$ cat config.mk
export PLATFORM = sky130hd
export DESIGN_NAME = utf8_byte_stream_decoder_core
export DESIGN_NICKNAME = d
export VERILOG_FILES = /design/src/hdl/utf8dec_pkg.sv /design/src/hdl/utf8_byte_stream_decoder_core.sv /design/src/hdl/utf8dec_step.sv
export VERILOG_INCLUDE_DIRS = /design/src /design/src/hdl
export SDC_FILE = /design/constraint.sdc
export NUM_CORES = 1
export LEC_CHECK = 0
export ABC_AREA = 1
export BUFFER_PORTS_ARGS = -buffer_cell sky130_fd_sc_hd__buf_2
export CAP_MARGIN = 25
export CORE_ASPECT_RATIO = 0.9
export CORE_MARGIN = 10
export CORE_UTILIZATION = 56
export CTS_CLUSTER_SIZE = 16
export DETAILED_ROUTE_END_ITERATION = 7
export PLACE_DENSITY = 0.75
export SLEW_MARGIN = 20
export SYNTH_ARGS = -nofsm -noshare
export SYNTH_HDL_FRONTEND = slang
export SYNTH_SLANG_ARGS = --single-unit
$ cat constraint.sdc
create_clock -name clk -period 3.1 [get_ports clk]
set_input_delay 0.31 -clock clk [delete_from_list [all_inputs] [get_ports clk]]
set_output_delay 0.31 -clock clk [all_outputs]
set_load 0.05 [all_outputs]
$ cat src/hdl/utf8_byte_stream_decoder_core_macros.svh
// assertion macros for the utf8 byte stream decoder
`ifndef UTF8_BYTE_STREAM_DECODER_CORE_MACROS_SVH
`define UTF8_BYTE_STREAM_DECODER_CORE_MACROS_SVH
`ifndef ASSERT_OFF
// condition implies consequence in the same cycle
`define UTF8_ASSERT_SAME(label, clk, rst_n, cond, cons) \
    label: assert property (@(posedge clk) disable iff (!rst_n) (cond) |-> (cons)) \
        else $error("utf8 decoder check failed");
// condition implies consequence in the next cycle
`define UTF8_ASSERT_NEXT(label, clk, rst_n, cond, cons) \
    label: assert property (@(posedge clk) disable iff (!rst_n) (cond) |=> (cons)) \
        else $error("utf8 decoder check failed");
`else
`define UTF8_ASSERT_SAME(label, clk, rst_n, cond, cons)
`define UTF8_ASSERT_NEXT(label, clk, rst_n, cond, cons)
`endif
`endif

$ cat src/hdl/utf8dec_pkg.sv
package utf8dec_pkg;

    localparam int BYTE_W = 8;
    localparam int CP_W   = 21;
    localparam int LEAD_W = 5;
    localparam int REM_W  = 2;
    localparam int CONT_W = 6;

    // lead byte classification masks and match patterns
    localparam logic [BYTE_W-1:0] ASCII_MAX  = 8'h7F;
    localparam logic [BYTE_W-1:0] LEAD2_MASK = 8'hE0;
    localparam logic [BYTE_W-1:0] LEAD2_PAT  = 8'hC0;
    localparam logic [BYTE_W-1:0] LEAD2_PAY  = 8'h1F;
    localparam logic [BYTE_W-1:0] LEAD3_MASK = 8'hF0;
    localparam logic [BYTE_W-1:0] LEAD3_PAT  = 8'hE0;
    localparam logic [BYTE_W-1:0] LEAD3_PAY  = 8'h0F;
    localparam logic [BYTE_W-1:0] LEAD4_MASK = 8'hF8;
    localparam logic [BYTE_W-1:0] LEAD4_PAT  = 8'hF0;
    localparam logic [BYTE_W-1:0] LEAD4_PAY  = 8'h07;
    localparam logic [BYTE_W-1:0] CONT_PAY   = 8'h3F;

    // continuation bytes still expected after each lead kind
    localparam logic [REM_W-1:0] REM_NONE = 2'd0;
    localparam logic [REM_W-1:0] REM_ONE  = 2'd1;
    localparam logic [REM_W-1:0] REM_TWO  = 2'd2;
    localparam logic [REM_W-1:0] REM_THREE = 2'd3;

    typedef struct packed {
        logic [CP_W-1:0]   acc;
        logic [LEAD_W-1:0] lead;
        logic [REM_W-1:0]  rem;
    } dec_state_t;

    typedef struct packed {
        logic              emit;
        logic [CP_W-1:0]   code_point;
        logic              cut_short;
        logic              string_end;
    } dec_result_t;

endpackage

$ cat src/hdl/utf8_byte_stream_decoder_core.sv
// UTF-8 byte stream decoder. Bytes enter one per item on the byte channel, with
// last_byte marking the final byte of a string; each completed sequence leaves as
// one code point item on the cp channel. Lead bytes 0x00-0x7F, 110xxxxx, 1110xxxx
// and 11110xxx open sequences of one to four bytes; the bytes that follow are taken
// as continuations without checking and their low six bits are shifted in. A byte
// that is not a valid lead byte while a lead is expected is dropped with no output.
// If a string ends inside a sequence, one item carries only the lead byte's payload
// bits with cut_short and string_end set, and decoding restarts clean for the next
// string. Throughput is one byte per clock while byte_stall is low: a byte is
// captured in an input register, decoded by a single combinational step against
// the sequence state, and the result lands in an output register. The input
// register can still take one byte while a finished code point waits, and
// byte_stall rises only when both registers hold items and cp_stall is high.
`include "utf8_byte_stream_decoder_core_macros.svh"

module utf8_byte_stream_decoder_core (
    input  logic                           clk,
    input  logic                           rst_n,
    input  logic                           byte_valid,
    output logic                           byte_stall,
    input  logic [utf8dec_pkg::BYTE_W-1:0] data_byte,
    input  logic                           last_byte,
    output logic                           cp_valid,
    input  logic                           cp_stall,
    output logic [utf8dec_pkg::CP_W-1:0]   code_point,
    output logic                           cut_short,
    output logic                           string_end
);
    import utf8dec_pkg::*;

    // input register
    logic              in_valid_reg, in_valid_next;
    logic [BYTE_W-1:0] byte_reg;
    logic              last_reg;

    // sequence state
    dec_state_t        state_reg, state_next;

    // output register
    logic              cp_valid_reg, cp_valid_next;
    logic [CP_W-1:0]   code_point_reg;
    logic              cut_short_reg;
    logic              string_end_reg;

    dec_result_t       step_result;
    logic              take_byte;
    logic              advance;

    // the held byte moves on when the output slot is free or being emptied
    assign advance    = in_valid_reg && (!cp_valid_reg || !cp_stall);
    assign byte_stall = in_valid_reg && !advance;
    assign take_byte  = byte_valid && !byte_stall;

    utf8dec_step u_step (
        .state      (state_reg),
        .data_byte  (byte_reg),
        .last_byte  (last_reg),
        .state_next (state_next),
        .result     (step_result)
    );

    always_comb
    begin
        if (take_byte)
        begin
            in_valid_next = 1'b1;
        end
        else if (advance)
        begin
            in_valid_next = 1'b0;
        end
        else
        begin
            in_valid_next = in_valid_reg;
        end
    end

    // an advancing byte that makes no code point still clears a drained slot
    always_comb
    begin
        if (advance)
        begin
            cp_valid_next = step_result.emit;
        end
        else if (cp_valid_reg && !cp_stall)
        begin
            cp_valid_next = 1'b0;
        end
        else
        begin
            cp_valid_next = cp_valid_reg;
        end
    end

    always_ff @(posedge clk or negedge rst_n)
    begin
        if (!rst_n)
        begin
            in_valid_reg <= 1'b0;
            cp_valid_reg <= 1'b0;
            state_reg    <= '0;
        end
        else
        begin
            in_valid_reg <= in_valid_next;
            cp_valid_reg <= cp_valid_next;
            if (advance)
            begin
                state_reg <= state_next;
            end
        end
    end

    // payload registers
    always_ff @(posedge clk)
    begin
        if (take_byte)
        begin
            byte_reg <= data_byte;
            last_reg <= last_byte;
        end
        if (advance && step_result.emit)
        begin
            code_point_reg <= step_result.code_point;
            cut_short_reg  <= step_result.cut_short;
            string_end_reg <= step_result.string_end;
        end
    end

    assign cp_valid   = cp_valid_reg;
    assign code_point = code_point_reg;
    assign cut_short  = cut_short_reg;
    assign string_end = string_end_reg;

    // a truncated sequence is always reported at a string end
    `UTF8_ASSERT_SAME(a_cut_at_end, clk, rst_n, cp_valid_reg && cut_short_reg, string_end_reg)
    // a truncated result carries only lead payload bits
    `UTF8_ASSERT_SAME(a_cut_narrow, clk, rst_n, cp_valid_reg && cut_short_reg,
                      code_point_reg[CP_W-1:LEAD_W] == '0)
    // the final byte of a string always leaves the decoder expecting a lead
    `UTF8_ASSERT_NEXT(a_end_clean, clk, rst_n, advance && last_reg, state_reg.rem == REM_NONE)
    // backpressure only while a byte is held
    `UTF8_ASSERT_SAME(a_stall_held, clk, rst_n, byte_stall, in_valid_reg && cp_valid_reg)

endmodule

$ cat src/hdl/utf8dec_step.sv
module utf8dec_step (
    input  utf8dec_pkg::dec_state_t        state,
    input  logic [utf8dec_pkg::BYTE_W-1:0] data_byte,
    input  logic                           last_byte,
    output utf8dec_pkg::dec_state_t        state_next,
    output utf8dec_pkg::dec_result_t       result
);
    import utf8dec_pkg::*;

    logic [CP_W-1:0]   acc_shift;
    logic [REM_W-1:0]  rem_dec;
    logic [BYTE_W-1:0] cont_bits;

    assign cont_bits = data_byte & CONT_PAY;
    assign acc_shift = {state.acc[CP_W-CONT_W-1:0], cont_bits[CONT_W-1:0]};
    assign rem_dec   = state.rem - REM_ONE;

    always_comb
    begin
        logic [BYTE_W-1:0] pay;
        logic [REM_W-1:0]  need;
        logic              is_lead;

        pay        = '0;
        need       = REM_NONE;
        is_lead    = 1'b0;
        state_next = state;
        result     = '0;

        if (state.rem == REM_NONE)
        begin
            if (data_byte <= ASCII_MAX)
            begin
                result.emit       = 1'b1;
                result.code_point = {{(CP_W-BYTE_W){1'b0}}, data_byte};
                result.string_end = last_byte;
            end
            else
            begin
                if ((data_byte & LEAD2_MASK) == LEAD2_PAT)
                begin
                    pay     = data_byte & LEAD2_PAY;
                    need    = REM_ONE;
                    is_lead = 1'b1;
                end
                else if ((data_byte & LEAD3_MASK) == LEAD3_PAT)
                begin
                    pay     = data_byte & LEAD3_PAY;
                    need    = REM_TWO;
                    is_lead = 1'b1;
                end
                else if ((data_byte & LEAD4_MASK) == LEAD4_PAT)
                begin
                    pay     = data_byte & LEAD4_PAY;
                    need    = REM_THREE;
                    is_lead = 1'b1;
                end

                // invalid lead leaves everything as it was
                if (is_lead)
                begin
                    if (last_byte)
                    begin
                        state_next        = '0;
                        result.emit       = 1'b1;
                        result.code_point = {{(CP_W-LEAD_W){1'b0}}, pay[LEAD_W-1:0]};
                        result.cut_short  = 1'b1;
                        result.string_end = 1'b1;
                    end
                    else
                    begin
                        state_next.lead = pay[LEAD_W-1:0];
                        state_next.acc  = {{(CP_W-LEAD_W){1'b0}}, pay[LEAD_W-1:0]};
                        state_next.rem  = need;
                    end
                end
            end
        end
        else if (rem_dec == REM_NONE)
        begin
            state_next        = '0;
            result.emit       = 1'b1;
            result.code_point = acc_shift;
            result.string_end = last_byte;
        end
        else if (last_byte)
        begin
            // partial continuation bits are dropped
            state_next        = '0;
            result.emit       = 1'b1;
            result.code_point = {{(CP_W-LEAD_W){1'b0}}, state.lead};
            result.cut_short  = 1'b1;
            result.string_end = 1'b1;
        end
        else
        begin
            state_next.acc = acc_shift;
            state_next.rem = rem_dec;
        end
    end

endmodule
Word level (Yosys, flattened, before mapping):

Cells that the tools add are included.

* muxes and demuxes: 33
* div/mod/pow operators: 0
* multipliers: 0
* $add $sub $neg: 1
* eq/ne operators: 5
* reductions and logical operators: 17
* shifts and indexed selects: 0
* bitwise gates (word level): 0
* magnitude comparators: 1

Operator list (number)
* 22-bit two-way mux: 6
* 24-bit two-way mux: 4
* 15-bit two-way mux: 1
* 5-bit two-way mux: 3
* 1-bit two-way mux: 13
* 12-bit two-way mux: 1
* 8-bit by 7-bit less-or-equal comparator with 1-bit output (second input constant): 1
* 2-bit two-way mux: 4
* 5-bit == test (second input constant): 1
* 1-bit logical AND: 5
* 4-bit == test (second input constant): 1
* 1-bit zero test: 4
* 2-bit zero test: 2
* 2-bit inequality test (second input constant): 2
* 4-bit AND reduction: 1
* 2-bit nonzero test: 2
* 3-bit == test (second input constant): 1
* 3-bit two-way mux: 1
* 3-bit AND reduction: 1
* 3-bit nonzero test: 1
* 2-bit by 1-bit subtractor with 2-bit output (second input constant): 1
* 1-bit logical OR: 1

* ROM bits: 0
* flip-flop bits (word level): 56
* output and inout bits: 25
* latch bits: 0
* input bits: 13
* word-level logic and storage cells: 67
* bits in writable memories: 0
* memories: 0

Depth between registers and ports, before layout:

Gate-level depths: netlist of run 1.

* depth after elaboration: 10
* mapped depth: 10

Hierarchy:

From an unflattened synthesis of run 1, not the netlist that was laid out.

* cells, all modules: 331
* area, all modules: 2939.1 um2

By module, submodules not included
* utf8_byte_stream_decoder_core: instances 1, cells an instance 166, area each 2174.6 um2, seq. area each 1711.6 um2
* utf8dec_step: instances 1, cells an instance 165, area each 764.5 um2, seq. area each 0.0 um2

Least setup slack after synthesis of run 1:

No wires, ideal clock.

* path kind: register to register
* start: reg state_reg[0] (netlist name)
* end: reg code_point_reg[0], in the netlist code_point[0], enable pin
* setup slack: 0.631 ns
* required time: 2.697 ns
* library setup time: 0.403 ns
* buffers on the path: 1
* cell stages (with the launch flop): 9
* period minus slack after synthesis: 2.469 ns
* data arrival time: 2.066 ns
* path through: dfrtp_1 > inv_1 > ha_1 > buf_2 > nand2_1 > inv_1 > nand2_2 > nand2_1 > nor2_1

* longest elaborated chain between the ends: 5
* elaborated cells on any way between the ends: 6

RTL lines
* start: declaration: line utf8_byte_stream_decoder_core.sv:37 `dec_state_t state_reg, state_next;`
* start signal: assignment: line utf8_byte_stream_decoder_core.sv:109 `state_reg <= state_next;`
* 2-bit by 1-bit subtractor with 2-bit output: line utf8dec_step.sv:16 `assign rem_dec = state.rem - REM_ONE;`
* 2-bit zero test: line utf8dec_step.sv:79 `else if (rem_dec == REM_NONE)`
* 22-bit two-way mux: line utf8dec_step.sv:79
* 24-bit two-way mux *: line utf8dec_step.sv:30 `if (state.rem == REM_NONE)`
* 1-bit logical AND *: line utf8_byte_stream_decoder_core.sv:122 `if (advance && step_result.emit)`
* end signal: assignment: line utf8_byte_stream_decoder_core.sv:124 `code_point_reg <= step_result.code_point;`
* end: declaration: line utf8_byte_stream_decoder_core.sv:41 `logic [CP_W-1:0] code_point_reg;`

Mark *: on every way between the ends. The rest lies on a longest branch, timed or not.
A chain may end at the register's enable or synchronous reset.

Worst setup path in the final report of run 1:

* start: reg state_reg[1] (netlist name)
* end: reg code_point_reg[8], in the netlist code_point[8], enable pin

Same word-level chain as after synthesis.

==> impl_metrics.env, run 1 <==
export IMPL_antenna_found_initial=0
export IMPL_startpoint_type="flop"
export IMPL_synth_cell_type_count=30
export IMPL_cp_arrival_ns=2.41
export IMPL_track_usage_pct=13.0
export IMPL_grt_pass1_vias=1706
export IMPL_grt_max_degree=30
export IMPL_die_h_um=83.3
export IMPL_drc=0
export IMPL_fin_crit_ns=2.40
export IMPL_portBuffers=37
export IMPL_vias=1745
export IMPL_largest_register_ff_count=22
export IMPL_htreeDepth=2
export IMPL_core_area_mm2=0.00418
export IMPL_hpwl_um=3600
export IMPL_ys_ff_latch=56
export IMPL_cts_clk_slew_worst_paths_ns=0.10
export IMPL_yosys_area_top_type_share_pct=38.6
export IMPL_fill_cells=354
export IMPL_routedWlPerCell_um=13.7
export IMPL_critPathBufInv=3
export IMPL_gp_congestion=0.899
export IMPL_io_pins=38
export IMPL_fmax_mhz=416
export IMPL_yosysMostFrequentCell="nand2_1"
export IMPL_max_cap_viol_count=0
export IMPL_rows=22
export IMPL_syn_to_final_growth_pct=11.8
export IMPL_final_nets=308
export IMPL_die_w_um=90.3
export IMPL_dpl_cell_count=345
export IMPL_clock_skew_ns=0.0103
export IMPL_slowest_delay_ns=0.43
export IMPL_multi_input_area_um2=741
export IMPL_viasPerCell=4.96
export IMPL_clock_sinks=56
export IMPL_worstSetupPathType="reg2reg"
export IMPL_yosysSeqAreaShare_pct=62.7
export IMPL_crit_top_cell="inv_1"
export IMPL_grt_first_pass_wirelength_um=8070
export IMPL_maxSlewViolCount=0
export IMPL_crit_required_ns=3.11
export IMPL_violations="negative hold slack"
export IMPL_peakVddDrop_mv=0.584
export IMPL_rsz0062_at_grt="no"
export IMPL_whs_ns=-0.0121
export IMPL_synth_area_top_cells="edfxtp_1, dfrtp_1, nand2_1"
export IMPL_ys_async_sr_fraction_pct=42.9
export IMPL_drtPass1Iterations=6
export IMPL_syn_num_nets=270
export IMPL_postCtsSetupRepairBufs=0
export IMPL_crit_path_end_kind="flop"
export IMPL_crit_slowest_cell="ha_1"
export IMPL_instances_no_fill=352
export IMPL_cts_tree="built"
export IMPL_hold_violations=24
export IMPL_synthTopCellsByCount="nand2_1, inv_1, edfxtp_1, dfrtp_1"
export IMPL_power_density_mw_per_mm2=903
export IMPL_setup_violations=0
export IMPL_total_leakage_power_nw=1.39
export IMPL_die_area_mm2=0.00752
export IMPL_crit_family="buffers and inverters"
export IMPL_crit_chain="inv_1, ha_1, inv_1, nand2_2, nand2_1, nor2_2, buf_4"
export IMPL_slew_headroom_pct=62.0
export IMPL_cts_made_buffers=5
export IMPL_ctsHoldBuffers=0
export IMPL_synth_cells=254
export IMPL_insertedDiodeCount=0
export IMPL_status="finished with violations"
export IMPL_synth_avg_cell_area_um2=9.81
export IMPL_start_util_pct=59.6
export IMPL_grt_overflow=0
export IMPL_tightest_slew_ns=0.571
export IMPL_postCtsResizedCells=0
export IMPL_antenna_left=0
export IMPL_netlist_area_mm2=0.00249
export IMPL_regArea_mm2=0.00156
export IMPL_synth_edf_count=32
export IMPL_min_path_type="in2async"
export IMPL_tns_ns=0
export IMPL_clkLatencyLatePin_ns=0.30
export IMPL_yosys_most_used_dff="edfxtp_1"
export IMPL_yosysWarnings=0
export IMPL_yosysTopAreaCell="edfxtp_1"
export IMPL_drive_gt1_share_pct=20.9
export IMPL_clockRootBuffer="clkbuf_8"
export IMPL_clockBufferDepth=2
export IMPL_crit_fanout=17
export IMPL_finalCritPeriodShare_pct=77.5
export IMPL_initialDrtViolationCount=219
export IMPL_wl_um=4840
[cell usage in the layout, fill, tap and decap left out]
cell and instances:
nor3_1 1, nand3_2 1, nor2_4 1, a32o_1 1, ha_1 3, o21ai_2 5
o2111ai_1 3, buf_2 37, nor2_2 2, o22ai_1 1, inv_1 33, edfxtp_1 32
o21ai_1 1, a21oi_4 1, nand2_1 91, clkinv_2 1, inv_2 3, clkbuf_8 5
nand2_2 3, buf_4 1, nand4_1 3, a31oi_1 1, clkinvlp_4 1, a21oi_1 2
nor2_1 13, o21ai_0 14, dfrtp_1 24, o211ai_1 1, nand3_1 7
[power by group]
group	switching (mW)	internal [mW]	total, mW	leakage [nW]
clock	0.219	0.153	0.373	0.0400
combinational	0.822	0.223	1.05	0.713
sequential	0.0899	1.01	1.10	0.635
total	1.13	1.39	2.52	1.39
[metrics by stage]
stage,worst slack (ns),power [mW],hold WS [ns],cell area (um^2),utilization (%)
2_1_floorplan,0.631,1.94,0.0144,2490,-
3_3_place_gp,0.812,2.14,0.332,2710,64.7
3_5_place_dp,0.715,2.16,0.330,2710,64.7
4_1_cts,0.703,2.52,0.00504,2790,66.6
5_1_grt,0.498,2.68,0.0138,2790,66.6
6_report,0.699,2.52,-0.0121,2790,66.6
[metal layers]
layer / part of all wire [%] / vias to the layer above / global-route usage, %
met3: 7.6 / 5 / 4.59
li1: - / 891 / -
met2: 43 / 50 / 20.1
met1: 48 / 799 / 17.0
met4: 0.85 / 0 / 3.30
met5: 0 / - / 0
[area by class of cell]
type	count	area share (%)
inverters	36	4.85
repair buffers	38	6.92
clock buffers	5	2.47
clock inverters	2	0.449
flip-flops and latches	56	56.0
well taps	60	2.69
multi-input cells	155	26.6
[cell families (layout without fill, tap and decap cells)]
logic type                 after synthesis  after routing  share of synthesized area, %
and+or+nand+nor                        122            122                          20.0
buffers and inverters                   43             81                          7.73
DFF                                     56             56                          62.7
adders and majority gates                3              3                          1.51
AOI/OAI and AO/OA                       30             30                          8.08
[path summary, 6_finish.rpt]
check,cells past startpoint,end,slack [ns],startpoint
max in group asynchronous,1,cp_valid,2.73,rst_n
max reg2reg,7,code_point[8],0.70,state_reg[1]
min reg2reg,2,state_reg[3],0.48,state_reg[3]
min in group clk,1,byte_reg[3],0.18,data_byte[3]
min,1,state_reg[2],-0.01,rst_n
max,7,code_point[8],0.70,state_reg[1]
(Power assumes the default switching activity.)
==> run 2, diff against run 1 <==
Settings changed: ABC_AREA 1 to 0, CORE_UTILIZATION 56 to 50, PLACE_DENSITY 0.75 to 0.7.
Clock period 3.1 ns to 2 ns, I/O delays scaled along.
==> impl_metrics.env, run 2 <==
export IMPL_status="finished, final reports clean"
export IMPL_synth_edf_count=32
export IMPL_fin_crit_ns=1.84
export IMPL_wl_um=4740
export IMPL_crit_required_ns=2.26
export IMPL_postCtsSetupRepairBufs=0
export IMPL_grt_overflow=0
export IMPL_grt_pass1_vias=1639
export IMPL_grt_max_degree=25
export IMPL_crit_chain="inv_1, ha_1, buf_4, buf_4, or4b_2, o21ai_1"
export IMPL_antenna_found_initial=0
export IMPL_min_to="byte_reg[0]"
export IMPL_cts_made_buffers=5
export IMPL_viasPerCell=5.13
export IMPL_drc=0
export IMPL_tightest_slew_ns=0.547
export IMPL_crit_family="simple AND/OR/NAND/NOR gates"
export IMPL_r2r_end="state_reg[14]"
export IMPL_hold_start="data_byte[0]"
export IMPL_synth_cell_type_count=38
export IMPL_clockBufferDepth=2
export IMPL_core_area_mm2=0.00477
export IMPL_die_area_mm2=0.00808
export IMPL_syn_to_final_growth_pct=18.2
export IMPL_final_nets=272
export IMPL_max_cap_viol_count=0
export IMPL_clock_skew_ns=0.0131
export IMPL_cp_arrival_ns=2.09
export IMPL_hold_violations=0
export IMPL_largest_register_ff_count=22
export IMPL_reg2reg_from="state_reg[0]"
export IMPL_netlist_area_mm2=0.00244
export IMPL_yosys_most_used_dff="edfxtp_1"
export IMPL_track_usage_pct=12.1
export IMPL_drtPass1Iterations=4
export IMPL_routedWlPerCell_um=14.7
export IMPL_min_path_type="in2reg"
export IMPL_die_w_um=93.7
export IMPL_slew_headroom_pct=63.6
export IMPL_syn_num_nets=221
export IMPL_crit_fanout=11
export IMPL_critPathBufInv=3
export IMPL_holdPathStages=1
export IMPL_htreeDepth=2
export IMPL_vias=1652
export IMPL_hpwl_um=3430
export IMPL_start_util_pct=51.2
export IMPL_rsz0062_at_grt="no"
export IMPL_crit_path_end_kind="flop"
export IMPL_synth_area_top_cells="edfxtp_1, dfrtp_1, nand2_1"
export IMPL_yosysTopAreaCell="edfxtp_1"
export IMPL_setup_violations=0
export IMPL_reg2reg_depth=6
export IMPL_yosys_area_top_type_share_pct=39.3
export IMPL_grt_first_pass_wirelength_um=7870
export IMPL_whs_ns=0.0529
export IMPL_synth_avg_cell_area_um2=11.9
export IMPL_portBuffers=37
export IMPL_drive_gt1_share_pct=29.2
export IMPL_gp_congestion=0.916
export IMPL_io_pins=38
export IMPL_yosysSeqAreaShare_pct=63.9
export IMPL_initialDrtViolationCount=122
export IMPL_slowest_delay_ns=0.65
export IMPL_rows=24
export IMPL_cts_tree="built"
export IMPL_ys_ff_latch=56
export IMPL_insertedDiodeCount=0
export IMPL_maxSlewViolCount=0
export IMPL_cts_clk_slew_worst_paths_ns=0.11
export IMPL_synthTopCellsByCount="nand2_1, edfxtp_1, o21ai_0, dfrtp_1, and2_1"
export IMPL_synth_cells=205
export IMPL_r2r_slack_ns=0.16
export IMPL_power_density_mw_per_mm2=1430
export IMPL_clockRootBuffer="clkbuf_8"
export IMPL_yosysWarnings=0
export IMPL_worstSetupPathType="reg2reg"
export IMPL_tns_ns=0
export IMPL_finalCritPeriodShare_pct=91.9
export IMPL_yosysMostFrequentCell="nand2_1"
export IMPL_final_cell_mix="nand2_1, buf_2, edfxtp_1"
export IMPL_total_leakage_power_nw=1.20
export IMPL_final_common_cell="nand2_1"
export IMPL_antenna_left=0
export IMPL_peakVddDrop_mv=0.662
export IMPL_crit_slowest_cell="or4b_2"
export IMPL_clkLatencyLatePin_ns=0.32
export IMPL_crit_top_cell="buf_4"
export IMPL_die_h_um=86.3
export IMPL_startpoint_type="flop"
export IMPL_fmax_mhz=544
export IMPL_ys_async_sr_fraction_pct=42.9
export IMPL_clock_sinks=56
-- run 2: worst max-delay path by stage --
stage	start	endpoint	slack, ns	cells past startpoint
2_1_floorplan	state_reg[0]	code_point[0]	0.07	7
6_report	state_reg[0]	state_reg[14]	0.16	6
5_1_grt	state_reg[0]	state_reg[8]	0.02	7
3_3_place_gp	byte_reg[6]	code_point[17]	0.12	4
4_1_cts	byte_reg[6]	code_point[0]	0.07	4
3_5_place_dp	state_reg[0]	state_reg[13]	0.08	6
-- run 2: area by class of cell --
class / instances / area [um^2]
clock buffer: 5 / 68.8
tap: 65 / 81.3
fill: 413 / 1890
multi-input combinational: 134 / 812
clock inverter: 3 / 26.3
sequential: 56 / 1560
inverter: 4 / 15.0
timing repair buffer: 55 / 323
-- run 2: power by group --
group	total (mW)	switching (mW)	leakage [nW]	internal (mW)
clock network	0.641	0.382	0.0491	0.258
registers	1.69	0.126	0.635	1.57
logic	1.79	1.27	0.517	0.527
-- run 2: layer usage --
layer | track usage, % | part of all wire, % | up-vias
met1 | 15.0 | 45 | 762
met2 | 18.7 | 45 | 55
met5 | 0 | 0 | -
li1 | - | - | 826
met4 | 5.79 | 2.4 | 0
met3 | 4.06 | 7.8 | 9
-- run 2: cell families after synthesis --
kind of cell               Yosys count  share of synthesized area (%)
buffers and inverters               16                           4.20
muxes                                3                           1.33
and+or+nand+nor                     75                           16.0
AOI/OAI and AO/OA                   52                           13.0
adders and majority gates            3                           1.54
DFF                                 56                           63.9
-- run 2: stage by stage --
stage / area [um^2] / setup slack, ns / instances / util, % / total power [mW]
2_1_floorplan: 2450 / 0.0732 / 205 / - / 3.05
3_3_place_gp: 2760 / 0.116 / 312 / 57.7 / 3.45
3_5_place_dp: 2760 / 0.0809 / 312 / 57.7 / 3.48
4_1_cts: 2860 / 0.0719 / 321 / 59.9 / 4.13
5_1_grt: 2890 / 0.0168 / 322 / 60.5 / 4.39
6_report: 2890 / 0.161 / 322 / 60.5 / 4.13
-- run 2: worst register-to-register path: cells and delay by family, from the launching register on --
| family | cells | cell delay [ns] |
|---|---|---|
| fa+ha+maj | 1 | 0.23 |
| flops | 1 | 0.37 |
| compound gates | 1 | 0.13 |
| simple gates | 1 | 0.65 |
| buf+inv | 3 | 0.41 |
-- run 2: timing repair --
action,4_1_cts,5_1_grt
hold buffers,1,0
resized for setup,0,3
endpoints found under the hold margin,24,0
setup endpoints to repair,0,35
==> run 3, diff against run 2 <==
Settings changed: BUFFER_PORTS_ARGS -buffer_cell sky130_fd_sc_hd__buf_2 to not set, CORE_UTILIZATION 50 to 56, DONT_BUFFER_PORTS set to 1, PLACE_DENSITY 0.7 to 0.76.
==> impl_metrics.env, run 3 (synthesis results as in run 2) <==
export IMPL_finalCritPeriodShare_pct=94.1
export IMPL_io_pins=38
export IMPL_slowest_delay_ns=0.43
export IMPL_grt_first_pass_wirelength_um=8000
export IMPL_pre_cts_ws_ns=0.0834
export IMPL_crit_chain="inv_1, ha_1, buf_12, nand4b_1, a31oi_2, o21ai_0, o21ai_0"
export IMPL_max_cap_viol_count=0
export IMPL_worstSetupPathType="reg2reg"
export IMPL_antenna_left=0
export IMPL_start_util_pct=58.8
export IMPL_clock_skew_ns=0.00489
export IMPL_hold_violations=0
export IMPL_crit_path_end_kind="flop"
export IMPL_final_common_cell="nand2_1"
export IMPL_timing_final_ws_setup_ns=0.118
export IMPL_vias=1589
export IMPL_clock_sinks=56
export IMPL_grt_max_degree=25
export IMPL_setup_violations=0
export IMPL_fmax_mhz=531
export IMPL_clkLatencyLatePin_ns=0.31
export IMPL_track_usage_pct=14.3
export IMPL_peakVddDrop_mv=0.846
export IMPL_dpl_cell_count=268
export IMPL_cts_made_buffers=5
export IMPL_tns_ns=0
export IMPL_syn_to_final_growth_pct=15.9
export IMPL_postCtsSetupRepairBufs=0
export IMPL_gp_congestion=0.841
export IMPL_clockBufferDepth=2
export IMPL_crit_fanout=14
export IMPL_maxSlewViolCount=0
export IMPL_cts_tree="built"
export IMPL_reg2reg_depth=7
export IMPL_core_area_mm2=0.00416
export IMPL_status="finished, final reports clean"
export IMPL_r2r_slack_ns=0.12
export IMPL_critPathBufInv=2
export IMPL_slew_headroom_pct=66.9
export IMPL_die_w_um=89.6
export IMPL_insertedDiodeCount=0
export IMPL_initialDrtViolationCount=136
export IMPL_hpwl_um=3470
export IMPL_grt_pass1_vias=1620
export IMPL_hold_start="cp_stall"
export IMPL_crit_cells=7
export IMPL_p_total_mw=4.13
export IMPL_drc=0
export IMPL_cp_arrival_ns=2.11
export IMPL_r2r_end="state_reg[8]"
export IMPL_viasPerCell=5.52
export IMPL_crit_slowest_cell="dfrtp_1"
export IMPL_die_area_mm2=0.00741
export IMPL_holdPathStages=1
export IMPL_portBuffers=0
export IMPL_antenna_found_initial=0
export IMPL_startpoint_type="flop"
export IMPL_total_leakage_power_nw=1.11
export IMPL_htreeDepth=2
export IMPL_instances_no_fill=288
export IMPL_drive_gt1_share_pct=15.4
export IMPL_crit_required_ns=2.22
export IMPL_crit_top_cell="o21ai_0"
export IMPL_power_density_mw_per_mm2=1460
export IMPL_clockRootBuffer="clkbuf_8"
export IMPL_rsz0062_at_grt="no"
export IMPL_final_cell_mix="nand2_1, edfxtp_1, o21ai_0"
export IMPL_wl_um=4910
export IMPL_largest_register_ff_count=22
export IMPL_grt_overflow=0
export IMPL_routedWlPerCell_um=17.1
export IMPL_final_nets=243
export IMPL_min_to="cp_valid"
export IMPL_whs_ns=0.0432
export IMPL_tightest_slew_ns=0.497
export IMPL_die_h_um=82.7
export IMPL_cts_clk_slew_worst_paths_ns=0.09
export IMPL_drtPass1Iterations=4
export IMPL_crit_family="compound AO/OA/AOI/OAI gates"
export IMPL_min_path_type="in2reg"
export IMPL_rows=22
export IMPL_reg2reg_from="state_reg[0]"
export IMPL_fin_crit_ns=1.88
==> run 3: cell types whose count changed in the layout (fill, tap and decap cells not counted), moves of 2 or more <==
| cell | delta |
|---|---|
| buf_2 | -37 |
| buf_4 | -4 |
| inv_6 | -2 |
| buf_12 | +3 |
| dlygate4sd3_1 | +10 |
==> run 3: worst max-delay path by stage <==
stage,from,end,slack (ns)
after floorplan,state_reg[0],code_point[0],0.07
after detailed placement,state_reg[0],state_reg[5],0.08
final,state_reg[0],state_reg[8],0.12
after global placement,state_reg[0],code_point[14],0.20
after global routing,state_reg[0],state_reg[8],0.04
after CTS,state_reg[0],state_reg[5],0.07
==> run 3: metal layers <==
metal | global-route usage, % | vias to the layer above | part of all wire, %
met5 | 0 | - | 0
met4 | 5.24 | 0 | 1.1
met3 | 4.21 | 7 | 5.0
met2 | 24.2 | 44 | 49
met1 | 17.0 | 774 | 44
li1 | - | 764 | -
==> run 3: layout make-up <==
cell class / instances / area, um^2
multi-input cells: 133 / 801
inverters: 4 / 15.0
repair buffers: 27 / 268
fillers: 315 / 1330
well taps: 60 / 75.1
clock inverters: 1 / 3.75
flip-flops and latches: 56 / 1560
clock buffers: 7 / 108
==> run 3: power breakdown <==
group / switching [mW] / total (mW) / internal [mW]
registers: 0.651 / 2.23 / 1.58
logic: 0.724 / 1.21 / 0.484
clock network: 0.337 / 0.690 / 0.353
==> run 3: timing repair <==
action / 4_1_cts / 5_1_grt
hold buffers: 12 / 0
gates resized for setup: 0 / 2
hold endpoints to repair: 34 / 0
setup endpoints to repair: 0 / 6
==> run 3: stage by stage <==
step	instance area [um^2]	util, %
floorplan	2450	-
global placement	2570	62.0
detailed placement	2570	62.0
CTS	2820	67.8
global route	2830	68.1
finish	2830	68.1
==> run 3: worst reg2reg max path, delay by kind of cell (launching register included) <==
family                     cells  cell delay [ns]
AOI/OAI and AO/OA              3             0.65
adders and majority gates      1             0.30
buffers and inverters          2             0.28
DFF                            1             0.43
and+or+nand+nor                1             0.15
